## src/hw/rtl/lps_pkg.sv

```systemverilog
// ---------------------------------------------------------------------------
// lps_pkg
// Shared types, widths and codes for the light priority selector.
// ---------------------------------------------------------------------------
package lps_pkg;

    // Default number of kept slots per store.
    localparam int SLOTS_DEF = 16;

    // At most this many results are sent per list.
    localparam int MAX_RES = 16;
    localparam int FOUND_W = $clog2(MAX_RES + 1);

    // Field widths.
    localparam int ID_W    = 16;
    localparam int TYPE_W  = 2;
    localparam int COORD_W = 24;
    localparam int DIST_W  = 25;
    localparam int KEY_W   = 27;
    localparam int SLOT_W  = 4;

    // Number of root digits produced by the square root unit.
    localparam int SQRT_STEPS = 25;

    // Light type codes.
    localparam logic [TYPE_W-1:0] TYPE_DIR   = 2'd0;
    localparam logic [TYPE_W-1:0] TYPE_POINT = 2'd1;
    localparam logic [TYPE_W-1:0] TYPE_SPOT  = 2'd2;
    localparam logic [TYPE_W-1:0] TYPE_OTHER = 2'd3;

    // Register indexes on the configuration port.
    localparam logic [1:0] REG_CAM_X = 2'd0;
    localparam logic [1:0] REG_CAM_Y = 2'd1;
    localparam logic [1:0] REG_CAM_Z = 2'd2;

    // One entry of the ranked store.
    typedef struct packed {
        logic signed [KEY_W-1:0] key;
        logic [ID_W-1:0]         id;
        logic [TYPE_W-1:0]       ltype;
    } ent_t;

    // Command from the front end to the store sequencer.
    typedef struct packed {
        logic                    valid;
        logic                    is_dir;
        logic                    last_flag;
        logic [ID_W-1:0]         id;
        logic [TYPE_W-1:0]       ltype;
        logic signed [KEY_W-1:0] key;
    } cmd_t;

endpackage

```

## src/hw/rtl/lps_dist.sv

```systemverilog
// ---------------------------------------------------------------------------
// lps_dist
// Euclidean distance unit: one shared multiplier for the three squares,
// then a digit-by-digit integer square root, one root bit per cycle.
// ---------------------------------------------------------------------------
module lps_dist
    import lps_pkg::*;
(
    input  logic                      aclk,
    input  logic                      aresetn,
    input  logic                      start,
    input  logic signed [COORD_W-1:0] cam_x,
    input  logic signed [COORD_W-1:0] cam_y,
    input  logic signed [COORD_W-1:0] cam_z,
    input  logic signed [COORD_W-1:0] pos_x,
    input  logic signed [COORD_W-1:0] pos_y,
    input  logic signed [COORD_W-1:0] pos_z,
    output logic                      done,
    output logic [DIST_W-1:0]         root_out
);

    typedef enum logic [3:0] {
        D_IDLE = 4'b0001,
        D_MUL  = 4'b0010,
        D_SQRT = 4'b0100,
        D_DONE = 4'b1000
    } dstate_t;

    dstate_t             state_reg, state_next;
    logic [1:0]          ax_reg, ax_next;
    logic [4:0]          cnt_reg, cnt_next;
    logic [2*DIST_W-1:0] prod_reg, prod_next;
    logic [2*DIST_W-1:0] acc_reg, acc_next;
    logic [28:0]         rem_reg, rem_next;
    logic [DIST_W-1:0]   q_reg, q_next;

    logic signed [COORD_W-1:0] cam_sel, pos_sel;
    logic signed [DIST_W-1:0]  diff;
    logic [DIST_W-1:0]         mag;
    logic [28:0]               rem_sh, trial;

    // Pick the axis for the shared multiplier.
    always_comb begin
        unique case (ax_reg)
            2'd0:    begin cam_sel = cam_x; pos_sel = pos_x; end
            2'd1:    begin cam_sel = cam_y; pos_sel = pos_y; end
            default: begin cam_sel = cam_z; pos_sel = pos_z; end
        endcase
        diff = DIST_W'(cam_sel) - DIST_W'(pos_sel);
        mag  = diff[DIST_W-1] ? DIST_W'(-diff) : DIST_W'(diff);
    end

    // One root digit: shift in two bits of the radicand and try a subtract.
    assign rem_sh = {rem_reg[26:0], acc_reg[2*DIST_W-1 -: 2]};
    assign trial  = {2'b00, q_reg, 2'b01};

    always_comb begin
        state_next = state_reg;
        ax_next    = ax_reg;
        cnt_next   = cnt_reg;
        prod_next  = prod_reg;
        acc_next   = acc_reg;
        rem_next   = rem_reg;
        q_next     = q_reg;
        unique case (state_reg)
            D_IDLE: begin
                if (start) begin
                    ax_next    = 2'd0;
                    acc_next   = '0;
                    state_next = D_MUL;
                end
            end
            D_MUL: begin
                prod_next = mag * mag;
                if (ax_reg != 2'd0) begin
                    acc_next = acc_reg + prod_reg;
                end
                if (ax_reg == 2'd3) begin
                    rem_next   = '0;
                    q_next     = '0;
                    cnt_next   = '0;
                    state_next = D_SQRT;
                end else begin
                    ax_next = ax_reg + 2'd1;
                end
            end
            D_SQRT: begin
                acc_next = acc_reg << 2;
                if (rem_sh >= trial) begin
                    rem_next = rem_sh - trial;
                    q_next   = {q_reg[DIST_W-2:0], 1'b1};
                end else begin
                    rem_next = rem_sh;
                    q_next   = {q_reg[DIST_W-2:0], 1'b0};
                end
                if (cnt_reg == 5'(SQRT_STEPS - 1)) begin
                    state_next = D_DONE;
                end else begin
                    cnt_next = cnt_reg + 5'd1;
                end
            end
            D_DONE: begin
                state_next = D_IDLE;
            end
            default: begin
                state_next = D_IDLE;
            end
        endcase
    end

    always_ff @(posedge aclk) begin
        if (!aresetn) begin
            state_reg <= D_IDLE;
        end else begin
            state_reg <= state_next;
        end
        ax_reg   <= ax_next;
        cnt_reg  <= cnt_next;
        prod_reg <= prod_next;
        acc_reg  <= acc_next;
        rem_reg  <= rem_next;
        q_reg    <= q_next;
    end

    assign done     = (state_reg == D_DONE);
    assign root_out = q_reg;

endmodule

```

## src/hw/rtl/lps_core.sv

```systemverilog
// ---------------------------------------------------------------------------
// lps_core
// Directional and ranked stores in synchronous memories, the ordered
// insert sweep, and the emission sequencer with its output register.
// ---------------------------------------------------------------------------
module lps_core
    import lps_pkg::*;
#(
    parameter int SLOTS = SLOTS_DEF
) (
    input  logic              aclk,
    input  logic              aresetn,
    input  cmd_t              cmd,
    output logic              idle,
    output logic              m_valid,
    input  logic              m_ready,
    output logic [ID_W-1:0]   m_out_id,
    output logic [TYPE_W-1:0] m_out_type,
    output logic [SLOT_W-1:0] m_slot,
    output logic              m_empty_res,
    output logic              m_last_out
);

    localparam int IW = (SLOTS > 1) ? $clog2(SLOTS) : 1;
    localparam int CW = $clog2(SLOTS + 1);

    typedef enum logic [6:0] {
        C_IDLE = 7'b0000001,
        C_SCAN = 7'b0000010,
        C_TAIL = 7'b0000100,
        C_ERD  = 7'b0001000,
        C_ECHK = 7'b0010000,
        C_EEND = 7'b0100000,
        C_SPARE = 7'b1000000
    } cstate_t;

    typedef enum logic [1:0] {
        PH_DIR   = 2'd0,
        PH_SPOT  = 2'd1,
        PH_POINT = 2'd2
    } phase_t;

    // Memories.
    logic [ID_W-1:0] dir_mem  [SLOTS];
    ent_t            rank_mem [SLOTS];
    logic [ID_W-1:0] dir_q;
    ent_t            rank_q;

    logic            dir_we, rank_we;
    logic [IW-1:0]   dir_wa, rank_wa;
    logic [ID_W-1:0] dir_wd;
    ent_t            rank_wd;

    cstate_t           state_reg, state_next;
    logic [IW-1:0]     wp_reg, wp_next;
    logic [CW-1:0]     dcount_reg, dcount_next;
    logic [CW-1:0]     rcount_reg, rcount_next;
    logic [IW-1:0]     ridx_reg, ridx_next;
    ent_t              carry_reg, carry_next;
    logic              ins_reg, ins_next;
    logic              fin_reg, fin_next;
    phase_t            phase_reg, phase_next;
    logic [CW-1:0]     cnt_reg, cnt_next;
    logic [IW-1:0]     dptr_reg, dptr_next;
    logic [FOUND_W-1:0] found_reg, found_next;
    logic [ID_W-1:0]   cid_reg, cid_next;
    logic [TYPE_W-1:0] ctype_reg, ctype_next;
    logic [SLOT_W-1:0] cslot_reg, cslot_next;
    logic              cand_v_reg, cand_v_next;

    logic              ov_reg, ov_next;
    logic [ID_W-1:0]   oid_reg, oid_next;
    logic [TYPE_W-1:0] otype_reg, otype_next;
    logic [SLOT_W-1:0] oslot_reg, oslot_next;
    logic              oempty_reg, oempty_next;
    logic              olast_reg, olast_next;

    logic [CW-1:0]     avail, lim;
    logic              out_free, swap, more, hit;
    logic [ID_W-1:0]   hit_id;
    logic [TYPE_W-1:0] hit_type, want;
    ent_t              new_ent;

    // Emission limit for the ranked list.
    assign avail    = CW'(SLOTS) - dcount_reg;
    assign lim      = (avail < rcount_reg) ? avail : rcount_reg;
    assign out_free = !ov_reg || m_ready;
    assign swap     = ins_reg || (rank_q.key > carry_reg.key);
    assign want     = (phase_reg == PH_SPOT) ? TYPE_SPOT : TYPE_POINT;
    assign new_ent  = '{key: cmd.key, id: cmd.id, ltype: cmd.ltype};

    always_comb begin
        state_next  = state_reg;
        wp_next     = wp_reg;
        dcount_next = dcount_reg;
        rcount_next = rcount_reg;
        ridx_next   = ridx_reg;
        carry_next  = carry_reg;
        ins_next    = ins_reg;
        fin_next    = fin_reg;
        phase_next  = phase_reg;
        cnt_next    = cnt_reg;
        dptr_next   = dptr_reg;
        found_next  = found_reg;
        cid_next    = cid_reg;
        ctype_next  = ctype_reg;
        cslot_next  = cslot_reg;
        cand_v_next = cand_v_reg;
        ov_next     = ov_reg && !m_ready;
        oid_next    = oid_reg;
        otype_next  = otype_reg;
        oslot_next  = oslot_reg;
        oempty_next = oempty_reg;
        olast_next  = olast_reg;
        dir_we      = 1'b0;
        dir_wa      = wp_reg;
        dir_wd      = cmd.id;
        rank_we     = 1'b0;
        rank_wa     = ridx_reg;
        rank_wd     = carry_reg;
        more        = 1'b0;
        hit         = 1'b0;
        hit_id      = dir_q;
        hit_type    = TYPE_DIR;

        unique case (state_reg)
            C_IDLE: begin
                if (cmd.valid) begin
                    fin_next = cmd.last_flag;
                    if (cmd.is_dir) begin
                        // Ring buffer: newest entry sits just behind the pointer.
                        dir_we  = 1'b1;
                        wp_next = (wp_reg == IW'(SLOTS - 1)) ? '0 : wp_reg + IW'(1);
                        if (dcount_reg != CW'(SLOTS)) begin
                            dcount_next = dcount_reg + CW'(1);
                        end
                        if (cmd.last_flag) begin
                            state_next = C_ERD;
                        end
                    end else if (rcount_reg == '0) begin
                        rank_we     = 1'b1;
                        rank_wa     = '0;
                        rank_wd     = new_ent;
                        rcount_next = CW'(1);
                        if (cmd.last_flag) begin
                            state_next = C_ERD;
                        end
                    end else begin
                        carry_next = new_ent;
                        ins_next   = 1'b0;
                        ridx_next  = '0;
                        state_next = C_SCAN;
                    end
                    // Set up the emission walk.
                    phase_next  = PH_DIR;
                    cnt_next    = '0;
                    found_next  = '0;
                    cand_v_next = 1'b0;
                    dptr_next   = (wp_next == '0) ? IW'(SLOTS - 1) : wp_next - IW'(1);
                end
            end
            C_SCAN: begin
                // Insert sweep: the carried entry moves down past keys no larger than its own.
                if (swap) begin
                    rank_we    = 1'b1;
                    rank_wa    = ridx_reg;
                    rank_wd    = carry_reg;
                    carry_next = rank_q;
                    ins_next   = 1'b1;
                end
                if (CW'(ridx_reg) == rcount_reg - CW'(1)) begin
                    state_next = C_TAIL;
                end else begin
                    ridx_next = ridx_reg + IW'(1);
                end
            end
            C_TAIL: begin
                if (rcount_reg != CW'(SLOTS)) begin
                    rank_we     = 1'b1;
                    rank_wa     = rcount_reg[IW-1:0];
                    rank_wd     = carry_reg;
                    rcount_next = rcount_reg + CW'(1);
                end
                state_next = fin_reg ? C_ERD : C_IDLE;
            end
            C_ERD: begin
                if (phase_reg == PH_DIR) begin
                    more = cnt_reg < dcount_reg;
                end else begin
                    more = cnt_reg < lim;
                end
                if (found_reg == FOUND_W'(MAX_RES)) begin
                    state_next = C_EEND;
                end else if (more) begin
                    state_next = C_ECHK;
                end else begin
                    cnt_next  = '0;
                    ridx_next = '0;
                    unique case (phase_reg)
                        PH_DIR:   phase_next = PH_SPOT;
                        PH_SPOT:  phase_next = PH_POINT;
                        default:  state_next = C_EEND;
                    endcase
                end
            end
            C_ECHK: begin
                if (phase_reg == PH_DIR) begin
                    hit = 1'b1;
                end else begin
                    hit      = (rank_q.ltype == want);
                    hit_id   = rank_q.id;
                    hit_type = want;
                end
                if (!(hit && cand_v_reg && !out_free)) begin
                    // Candidate is held back one step so the last can be flagged.
                    if (hit) begin
                        if (cand_v_reg) begin
                            ov_next     = 1'b1;
                            oid_next    = cid_reg;
                            otype_next  = ctype_reg;
                            oslot_next  = cslot_reg;
                            oempty_next = 1'b0;
                            olast_next  = 1'b0;
                        end
                        cid_next    = hit_id;
                        ctype_next  = hit_type;
                        cslot_next  = found_reg[SLOT_W-1:0];
                        cand_v_next = 1'b1;
                        found_next  = found_reg + FOUND_W'(1);
                    end
                    cnt_next = cnt_reg + CW'(1);
                    if (phase_reg == PH_DIR) begin
                        dptr_next = (dptr_reg == '0) ? IW'(SLOTS - 1) : dptr_reg - IW'(1);
                    end else begin
                        ridx_next = ridx_reg + IW'(1);
                    end
                    state_next = C_ERD;
                end
            end
            C_EEND: begin
                if (out_free) begin
                    ov_next     = 1'b1;
                    oid_next    = cand_v_reg ? cid_reg : '0;
                    otype_next  = cand_v_reg ? ctype_reg : TYPE_DIR;
                    oslot_next  = cand_v_reg ? cslot_reg : '0;
                    oempty_next = !cand_v_reg;
                    olast_next  = 1'b1;
                    wp_next     = '0;
                    dcount_next = '0;
                    rcount_next = '0;
                    state_next  = C_IDLE;
                end
            end
            default: begin
                state_next = C_IDLE;
            end
        endcase
    end

    // Memory ports: one write, one registered read each.
    always_ff @(posedge aclk) begin
        if (dir_we) begin
            dir_mem[dir_wa] <= dir_wd;
        end
        dir_q <= dir_mem[dptr_next];
    end

    always_ff @(posedge aclk) begin
        if (rank_we) begin
            rank_mem[rank_wa] <= rank_wd;
        end
        rank_q <= rank_mem[ridx_next];
    end

    always_ff @(posedge aclk) begin
        if (!aresetn) begin
            state_reg  <= C_IDLE;
            wp_reg     <= '0;
            dcount_reg <= '0;
            rcount_reg <= '0;
            cand_v_reg <= 1'b0;
            ov_reg     <= 1'b0;
        end else begin
            state_reg  <= state_next;
            wp_reg     <= wp_next;
            dcount_reg <= dcount_next;
            rcount_reg <= rcount_next;
            cand_v_reg <= cand_v_next;
            ov_reg     <= ov_next;
        end
        ridx_reg   <= ridx_next;
        carry_reg  <= carry_next;
        ins_reg    <= ins_next;
        fin_reg    <= fin_next;
        phase_reg  <= phase_next;
        cnt_reg    <= cnt_next;
        dptr_reg   <= dptr_next;
        found_reg  <= found_next;
        cid_reg    <= cid_next;
        ctype_reg  <= ctype_next;
        cslot_reg  <= cslot_next;
        oid_reg    <= oid_next;
        otype_reg  <= otype_next;
        oslot_reg  <= oslot_next;
        oempty_reg <= oempty_next;
        olast_reg  <= olast_next;
    end

    assign idle        = (state_reg == C_IDLE);
    assign m_valid     = ov_reg;
    assign m_out_id    = oid_reg;
    assign m_out_type  = otype_reg;
    assign m_slot      = oslot_reg;
    assign m_empty_res = oempty_reg;
    assign m_last_out  = olast_reg;

endmodule

```

## src/hw/rtl/light_priority_selector.sv

```systemverilog
// ---------------------------------------------------------------------------
// light_priority_selector
// Picks the lights for one frame: directional lights newest first, then
// the nearest spot and point lights ranked by distance minus range.
//
//   Channel  Direction  Handshake         Word
//   s_       in         s_valid/s_ready   one light
//   m_       out        m_valid/m_ready   one selected light
//   APB      in         psel/penable      camera x, y, z
//
// A directional light goes straight to the directional store. Any other
// light first passes the distance unit: a start step, the shared
// multiplier, the root bits and a step to finish the root; then the key
// is handed over and an insert sweep runs over the stored ranked entries,
// unless that store is empty. The next light is accepted only after
// that. The last light also starts emission, which walks the stored
// entries, changes phase and ends with a closing word, and can be held
// by output stalls. Reset is synchronous and empties both stores at once.
// ---------------------------------------------------------------------------
module light_priority_selector
    import lps_pkg::*;
#(
    parameter int SLOTS = SLOTS_DEF
) (
    input  logic                      aclk,
    input  logic                      aresetn,
    input  logic                      psel,
    input  logic                      penable,
    input  logic                      pwrite,
    input  logic [3:0]                paddr,
    input  logic [31:0]               pwdata,
    output logic [31:0]               prdata,
    output logic                      pready,
    input  logic                      s_valid,
    output logic                      s_ready,
    input  logic [ID_W-1:0]           s_light_id,
    input  logic [TYPE_W-1:0]         s_light_type,
    input  logic signed [COORD_W-1:0] s_pos_x,
    input  logic signed [COORD_W-1:0] s_pos_y,
    input  logic signed [COORD_W-1:0] s_pos_z,
    input  logic [COORD_W-1:0]        s_reach,
    input  logic                      s_final_light,
    output logic                      m_valid,
    input  logic                      m_ready,
    output logic [ID_W-1:0]           m_out_id,
    output logic [TYPE_W-1:0]         m_out_type,
    output logic [SLOT_W-1:0]         m_slot,
    output logic                      m_empty_res,
    output logic                      m_last_out
);

    typedef enum logic [2:0] {
        T_IDLE = 3'b001,
        T_DIST = 3'b010,
        T_CMD  = 3'b100
    } tstate_t;

    tstate_t                   state_reg, state_next;
    logic signed [COORD_W-1:0] cam_x_reg, cam_y_reg, cam_z_reg;
    logic [ID_W-1:0]           id_reg;
    logic [TYPE_W-1:0]         type_reg;
    logic signed [COORD_W-1:0] px_reg, py_reg, pz_reg;
    logic [COORD_W-1:0]        reach_reg;
    logic                      fin_reg;
    logic signed [KEY_W-1:0]   key_reg;

    logic              apb_wr, s_fire, core_idle, dist_done;
    logic [DIST_W-1:0] root_val;
    logic [COORD_W-1:0] rd_val;
    cmd_t              cmd;

    // Camera registers on the configuration port.
    assign pready = 1'b1;
    assign apb_wr = psel && penable && pwrite;

    always_ff @(posedge aclk) begin
        if (!aresetn) begin
            cam_x_reg <= '0;
            cam_y_reg <= '0;
            cam_z_reg <= '0;
        end else if (apb_wr) begin
            unique case (paddr[3:2])
                REG_CAM_X: cam_x_reg <= pwdata[COORD_W-1:0];
                REG_CAM_Y: cam_y_reg <= pwdata[COORD_W-1:0];
                REG_CAM_Z: cam_z_reg <= pwdata[COORD_W-1:0];
                default:   ;
            endcase
        end
    end

    always_comb begin
        unique case (paddr[3:2])
            REG_CAM_X: rd_val = cam_x_reg;
            REG_CAM_Y: rd_val = cam_y_reg;
            REG_CAM_Z: rd_val = cam_z_reg;
            default:   rd_val = '0;
        endcase
        prdata = {{(32 - COORD_W){rd_val[COORD_W-1]}}, rd_val};
    end

    // Input acceptance and front-end sequencing.
    assign s_ready = (state_reg == T_IDLE) && core_idle;
    assign s_fire  = s_valid && s_ready;

    always_comb begin
        state_next = state_reg;
        unique case (state_reg)
            T_IDLE: begin
                if (s_fire) begin
                    state_next = (s_light_type == TYPE_DIR) ? T_CMD : T_DIST;
                end
            end
            T_DIST: begin
                if (dist_done) begin
                    state_next = T_CMD;
                end
            end
            T_CMD: begin
                state_next = T_IDLE;
            end
            default: begin
                state_next = T_IDLE;
            end
        endcase
    end

    always_ff @(posedge aclk) begin
        if (!aresetn) begin
            state_reg <= T_IDLE;
        end else begin
            state_reg <= state_next;
        end
        if (s_fire) begin
            id_reg    <= s_light_id;
            type_reg  <= s_light_type;
            px_reg    <= s_pos_x;
            py_reg    <= s_pos_y;
            pz_reg    <= s_pos_z;
            reach_reg <= s_reach;
            fin_reg   <= s_final_light;
        end
        // Key is distance minus range.
        if (dist_done) begin
            key_reg <= $signed({2'b00, root_val}) - $signed({3'b000, reach_reg});
        end
    end

    lps_dist u_dist (
        .aclk     (aclk),
        .aresetn  (aresetn),
        .start    (state_reg == T_DIST),
        .cam_x    (cam_x_reg),
        .cam_y    (cam_y_reg),
        .cam_z    (cam_z_reg),
        .pos_x    (px_reg),
        .pos_y    (py_reg),
        .pos_z    (pz_reg),
        .done     (dist_done),
        .root_out (root_val)
    );

    assign cmd = '{valid:     (state_reg == T_CMD),
                   is_dir:    (type_reg == TYPE_DIR),
                   last_flag: fin_reg,
                   id:        id_reg,
                   ltype:     type_reg,
                   key:       key_reg};

    lps_core #(
        .SLOTS (SLOTS)
    ) u_core (
        .aclk        (aclk),
        .aresetn     (aresetn),
        .cmd         (cmd),
        .idle        (core_idle),
        .m_valid     (m_valid),
        .m_ready     (m_ready),
        .m_out_id    (m_out_id),
        .m_out_type  (m_out_type),
        .m_slot      (m_slot),
        .m_empty_res (m_empty_res),
        .m_last_out  (m_last_out)
    );

endmodule

```

## config.mk

```make
export PLATFORM = sky130hd
export DESIGN_NAME = light_priority_selector
export DESIGN_NICKNAME = d
export VERILOG_FILES = /design/src/hw/rtl/lps_pkg.sv /design/src/hw/rtl/lps_dist.sv /design/src/hw/rtl/lps_core.sv /design/src/hw/rtl/light_priority_selector.sv
export SDC_FILE = /design/constraint.sdc
export NUM_CORES = 2
export LEC_CHECK = 0
export BUFFER_PORTS_ARGS = -buffer_cell sky130_fd_sc_hd__buf_4
export CAP_MARGIN = 40
export CORE_ASPECT_RATIO = 1.25
export CORE_UTILIZATION = 50
export CTS_CLUSTER_SIZE = 25
export DETAILED_ROUTE_END_ITERATION = 10
export PLACE_DENSITY_LB_ADDON = 0.3
export SLEW_MARGIN = 5
export SYNTH_ARGS = -nofsm -noshare
export SYNTH_HDL_FRONTEND = slang
export SYNTH_SLANG_ARGS = --single-unit
export TNS_END_PERCENT = 100
```

## constraint.sdc

```tcl
create_clock -name aclk -period 28.7 [get_ports aclk]
set_input_delay 0 -clock aclk [delete_from_list [all_inputs] [get_ports aclk]]
set_output_delay 0 -clock aclk [all_outputs]
set_load 0.01 [all_outputs]
```

## Word-level counts from Yosys, hierarchy flattened

Memory sizes are Yosys's and may differ from the RTL's. A register that Yosys moved wholly into a read port is not among the register bits.
Cells that the tools add are included.

| word-level totals | value |
|---|---|
| register bits | 516 |
| RAM bits | 976 |
| memories kept | 2 |
| output and inout bits | 59 |

Memory list:

| memory | words | bits a word | read ports | clocked after Yosys merged registers in | write ports | line | RTL |
|---|---|---|---|---|---|---|---|
| u_core.rank_mem | 16 | 45 | 1 | 1 | 1 | lps_core.sv:45 | `ent_t rank_mem [SLOTS];` |
| u_core.dir_mem | 16 | 16 | 1 | 1 | 1 | lps_core.sv:44 | `logic [ID_W-1:0] dir_mem [SLOTS];` |

| operators by class | value |
|---|---|
| magnitude comparators | 5 |
| mux-type cells | 157 |
| $mul | 1 |
| bitwise operators | 1 |
| eq/ne operators | 50 |
| reduce and logical (&&, ||, !) cells | 53 |
| $add $sub $neg | 17 |

Operators with widths:

| operator | count |
|---|---|
| 45-bit two-way mux | 8 |
| 50-bit case mux with 3 select lines | 1 |
| 4-bit two-way mux | 32 |
| 50-bit two-way mux | 2 |
| 16-bit two-way mux | 6 |
| 24-bit case mux with 2 select lines | 2 |
| 45-bit case mux with 2 select lines | 1 |
| 5-bit two-way mux | 17 |
| 24-bit case mux with 3 select lines | 1 |
| 7-bit two-way mux | 10 |
| 27-bit two-way mux | 2 |
| 27-bit case mux with 2 select lines | 1 |
| 50-bit adder | 1 |
| 25-bit by 25-bit multiplier with 50-bit output | 1 |
| 25-bit two-way mux | 2 |
| 25-bit case mux with 2 select lines | 1 |
| 7-bit case mux with 6 select lines | 1 |
| 1-bit two-way mux | 33 |
| 16-bit case mux with 2 select lines | 1 |
| 4-bit case mux with 2 select lines | 4 |
| 5-bit case mux with 2 select lines | 3 |
| 5-bit case mux with 3 select lines | 2 |
| 5-bit AND reduction | 6 |
| 29-bit by 27-bit >= comparator with 1-bit output | 1 |
| other kinds (57) | 145 |

## Longest topological paths before layout

| logic depth | value |
|---|---|
| depth in word-level cells | 9 |
| depth in mapped cells | 49 |
| gate-level depth less buffers | 45 |

## Modules after synthesis

Synthesis repeated with hierarchy kept, for this count alone.

| second synthesis, totals | value |
|---|---|
| cells, all modules | 7530 |
| area total of the unflattened synthesis | 87562.7 µm² |

By module, submodules not included:

| module | seq. area each (µm²) | area an instance (µm²) | cells an instance | times used |
|---|---|---|---|---|
| lps_core | 34302.9 | 47732.0 | 3359 | 1 |
| lps_dist | 4824.6 | 30893.4 | 3403 | 1 |
| light_priority_selector | 5735.5 | 8937.3 | 768 | 1 |

## Least setup slack after synthesis

OpenSTA, ideal clock, no wires.

| path | value |
|---|---|
| kind | reg-to-reg |
| start point | register u_dist.ax_reg[0] |
| end point | register u_dist.prod_reg[48] (data pin) |
| slack | 17980 ps |
| buffers on the path | 5 |
| library setup time | 258 ps |
| stages on the path, launching flop included | 47 |
| arrival | 10463 ps |
| cell sequence | edfxtp_1 > inv_1 > ha_1 > clkbuf_1 > nor2_1 > clkbuf_1 > buf_1 > a21oi_1 > ha_1 > inv_1 > fa_1 > a211oi_2 > o211ai_1 > nand2_1 > o31a_2 > o31ai_1 > xor2_1 > or4_1 > (+11 left out) > inv_1 > fa_1 > fa_1 > inv_1 > fa_1 > inv_1 > ha_1 > a21o_1 > a21o_1 > a211oi_1 > o21ai_0 > a21oi_1 > and3b_1 > a21oi_1 > a211oi_1 > o21ai_0 > a21oi_1 > xnor2_1 |

| between the ends | value |
|---|---|
| longest elaborated chain between the ends | 6 |

Ends and longest elaborated chain:

| what | line | RTL |
|---|---|---|
| from (decl) | lps_dist.sv:30 | `logic [1:0] ax_reg, ax_next;` |
| from (signal assigned) | lps_dist.sv:117 | `ax_reg <= ax_next;` |
| 2-bit by 1-bit equality test with 1-bit output or 2-bit logical NOT (tied branches) | lps_dist.sv:44 | `unique case (ax_reg)` |
| 24-bit case mux with 2 select lines | lps_dist.sv:44 |  |
| 24-bit by 24-bit subtractor with 25-bit output * | lps_dist.sv:49 | `diff = DIST_W'(cam_sel) - DIST_W'(pos_sel);` |
| 25-bit negation | lps_dist.sv:50 | `mag = diff[DIST_W-1] ? DIST_W'(-diff) : DIST_W'(diff);` |
| 25-bit two-way mux * | lps_dist.sv:50 |  |
| 25-bit by 25-bit multiplier with 50-bit output * | lps_dist.sv:74 | `prod_next = mag * mag;` |
| to (signal assigned) | lps_dist.sv:119 | `prod_reg <= prod_next;` |
| to (decl) | lps_dist.sv:32 | `logic [2*DIST_W-1:0] prod_reg, prod_next;` |

Mark *: on every way between the ends. The rest lies on a longest branch, timed or not.
A chain may end at the register's enable or synchronous reset.

## Worst setup path in the final report

| path | value |
|---|---|
| start point | register u_dist.ax_reg[0] |
| end point | register u_dist.prod_reg[46] (data pin) |

Same word-level chain as after synthesis.

==> results_dict.tcl <==
set metrics [dict create \
    setup_viol 0 \
    multiInputGateArea_sq_um 36700 \
    clk_pin_slew_ps 60 \
    largest_reg_flops 720 \
    hold_class "in -> reg" \
    via_per_inst 5.70 \
    antenna_found_initial 11 \
    drt-initial-drc-count 5349 \
    slew_headroom_pct 37.9 \
    first_pass_iters 6 \
    synth_seq_cells 1551 \
    grt_remaining_overflow 0 \
    fin_crit_ps 12730 \
    cts_resized 0 \
    cts_buffers 154 \
    clockBufferDepth 3 \
    reg2reg_depth 44 \
    min_period_over_period_pct 44.3 \
    cap_violations 0 \
    netlist_area_sq_um 85500 \
    slowest_delay_ps 660 \
    cp_data_required_time_ps 29240 \
    rsz0062_at_grt "no" \
    start_util_pct 50.4 \
    rr_endpoint "u_dist.prod_reg[46]$_DFFE_PP_" \
    maxUsedRoutingLayer "met5" \
    ant_nets 0 \
    dr_wl_met3_microns 15600 \
    cts_tree "done" \
    fin_util_pct 58.2 \
    worst_slew_pin_slew_ps 929 \
    slowest_stage "inv_1" \
    grt.total_usage_pct 25.7 \
    slew_violations 0 \
    core_sq_um 170000 \
    status "finished, final reports clean" \
    synth_area_leaders "edfxtp_1 (48%), fa_1 (11%), nand2_1 (7.4%)" \
    layout_commonest_cell "nand2_1" \
    vias 60475 \
    finalClockSkew_ps 41.1 \
    most-common-layout-cells "nand2_1 (1681), edfxtp_1 (1380), inv_1 (728)" \
    synth_edf_count 1380 \
    seq_area_frac_synth_pct 52.5 \
    min-delay-start "pwdata[17]" \
    dieArea_sq_um 173000 \
    critPathArrivalTime_ps 13270 \
    synth_largest_area_cell "edfxtp_1" \
    fmax_mhz 78.6 \
    postSynthAreaPerCell_sq_um 11.0 \
    async_reset_ff_share_pct 0 \
    drt_wl_total_microns 221000 \
    min_path_cells 4 \
    place.gp.congestion 0.909 \
    regArea_sq_um 44900 \
    n_fill_cell 13425 \
    portBuffers 205 \
    rrSetupSlack_ps 15970 \
    grt_max_degree 152 \
    place_hpwl_microns 141000 \
    syn_inst 7772 \
    drc 0 \
    die_h_microns 464 \
    io_pins 217 \
    crit_path_start_kind "register" \
    wl_met1_microns 85400 \
    num_rows 169 \
    yosys_warnings 0 \
    wl_per_cell_microns 20.9 \
    grt_pass1_vias 62151 \
    cts.htree.levels 4 \
    wl_met2_microns 110000 \
    hold_violations 0 \
    grt_pass1_wl_microns 344000 \
    cp-end-kind "register" \
    tns_ps 0 \
    drive_above_1_share_pct 9.14 \
    cts_root_buf "clkbuf_16" \
    postCtsSetupBuffers 0 \
    die_w_microns 372 \
    hold_end "cam_x_reg[17]$_SDFFE_PN0P_" \
    timing.rr.start "u_dist.ax_reg[0]$_SDFFCE_PN0P_" \
    clock_latency_ps 800 \
    synthFlopType "edfxtp_1" \
    nNetsFinal 9237 \
    worst-setup-path-type "reg -> reg" \
    areaGrowthSynthToFinish_pct 15.6 \
    synthDistinctLibCells 93 \
    path_max_fanout 48 \
    cts.sinks 1551 \
    synth.top_cell.area_share_pct 48.5 \
]
[final cells by class]
type	count	share of cell area [%]
Tap cell	2223	2.81
Sequential cell	1551	45.4
Clock buffer	208	4.39
Inverter	740	2.82
Clock inverter	81	1.06
Multi-Input combinational cell	5125	37.1
Antenna cell	11	0.0278
Timing Repair Buffer	668	6.34
[kinds of logic after synthesis]
| kind of cell | count (synthesis) | synth area share (%) |
|---|---|---|
| AND/OR/NAND/NOR | 2840 | 14.3 |
| XOR/XNOR | 203 | 2.16 |
| buffers and inverters | 1114 | 5.03 |
| multiplexers | 70 | 0.875 |
| AO/OA/AOI/OAI | 1153 | 8.77 |
| adder cells (fa/ha/maj) | 839 | 16.4 |
| other | 2 | 0.00878 |
| flip-flops | 1551 | 52.5 |
[cell usage after synthesis (14+ instances only)]
library cell and n:
mux2_2 37, nand4_1 21, nor2_1 363, a311oi_1 51
a31oi_1 80, a22o_1 30, fa_1 470, a22oi_1 26
o21a_1 37, nor4_1 14, nand2b_1 37, nor3_1 45
nor2b_1 43, a32oi_1 46, o211ai_1 15, a21o_1 96
and2_1 47, a211oi_1 29, a21oi_1 364, clkbuf_1 261
edfxtp_1 1380, xnor2_1 125, buf_2 58, dfxtp_1 171
buf_1 43, mux2i_1 32, o31ai_1 20, xor2_1 70
and3_1 102, o21ai_0 197, o311ai_1 32, ha_1 369
nand2_1 1684, inv_1 731, o21bai_1 30, nand3_1 406
[repair_timing]
action / CTS / global route
setup endpoints to repair: 0 / 0
hold buffers: 297 / 0
endpoints found under the hold margin: 257 / 0
[worst max-delay path, delay by kind of cell (launching register included)]
kind	cells	cell delay (ps)
AO/OA/AOI/OAI	9	2340
flip-flops	1	440
AND/OR/NAND/NOR	11	2380
adder cells (fa/ha/maj)	11	4650
XOR/XNOR	3	930
buffers and inverters	10	1730
[worst max path at each step]
| stage | start | cells after the start | endpoint |
|---|---|---|---|
| final | u_dist.ax_reg[0]$_SDFFCE_PN0P_ | 44 | u_dist.prod_reg[46]$_DFFE_PP_ |
| after global routing | u_dist.ax_reg[0]$_SDFFCE_PN0P_ | 45 | u_dist.prod_reg[48]$_DFFE_PP_ |
| after floorplan | u_dist.ax_reg[0]$_SDFFCE_PN0P_ | 46 | u_dist.prod_reg[48]$_DFFE_PP_ |
| after global placement | u_dist.ax_reg[0]$_SDFFCE_PN0P_ | 44 | u_dist.prod_reg[48]$_DFFE_PP_ |
| after detailed placement | u_dist.ax_reg[0]$_SDFFCE_PN0P_ | 44 | u_dist.prod_reg[46]$_DFFE_PP_ |
| after CTS | u_dist.ax_reg[0]$_SDFFCE_PN0P_ | 44 | u_dist.prod_reg[46]$_DFFE_PP_ |
[layer usage]
metal  GRT usage (%)  up-vias
met1            31.6    29688
met5               0        -
met3            4.16      582
met4            12.0        4
li1                -    27679
met2            44.2     2522
[metrics by stage]
stage | hold slack (ps) | cells | cell area (sq um) | setup slack [ps]
after floorplan | 98.9 | 7790 | 85600 | 17980
after global placement | 178 | 9963 | 89600 | 15910
after detailed placement | 179 | 10010 | 90500 | 16090
after CTS | 3.33 | 10596 | 98800 | 16050
after global routing | 28.1 | 10601 | 98800 | 15330
final | 63.6 | 10607 | 98800 | 15970
Power is not shown: default switching activity piles up to over one toggle a cycle in this logic, so the estimate is an artifact.
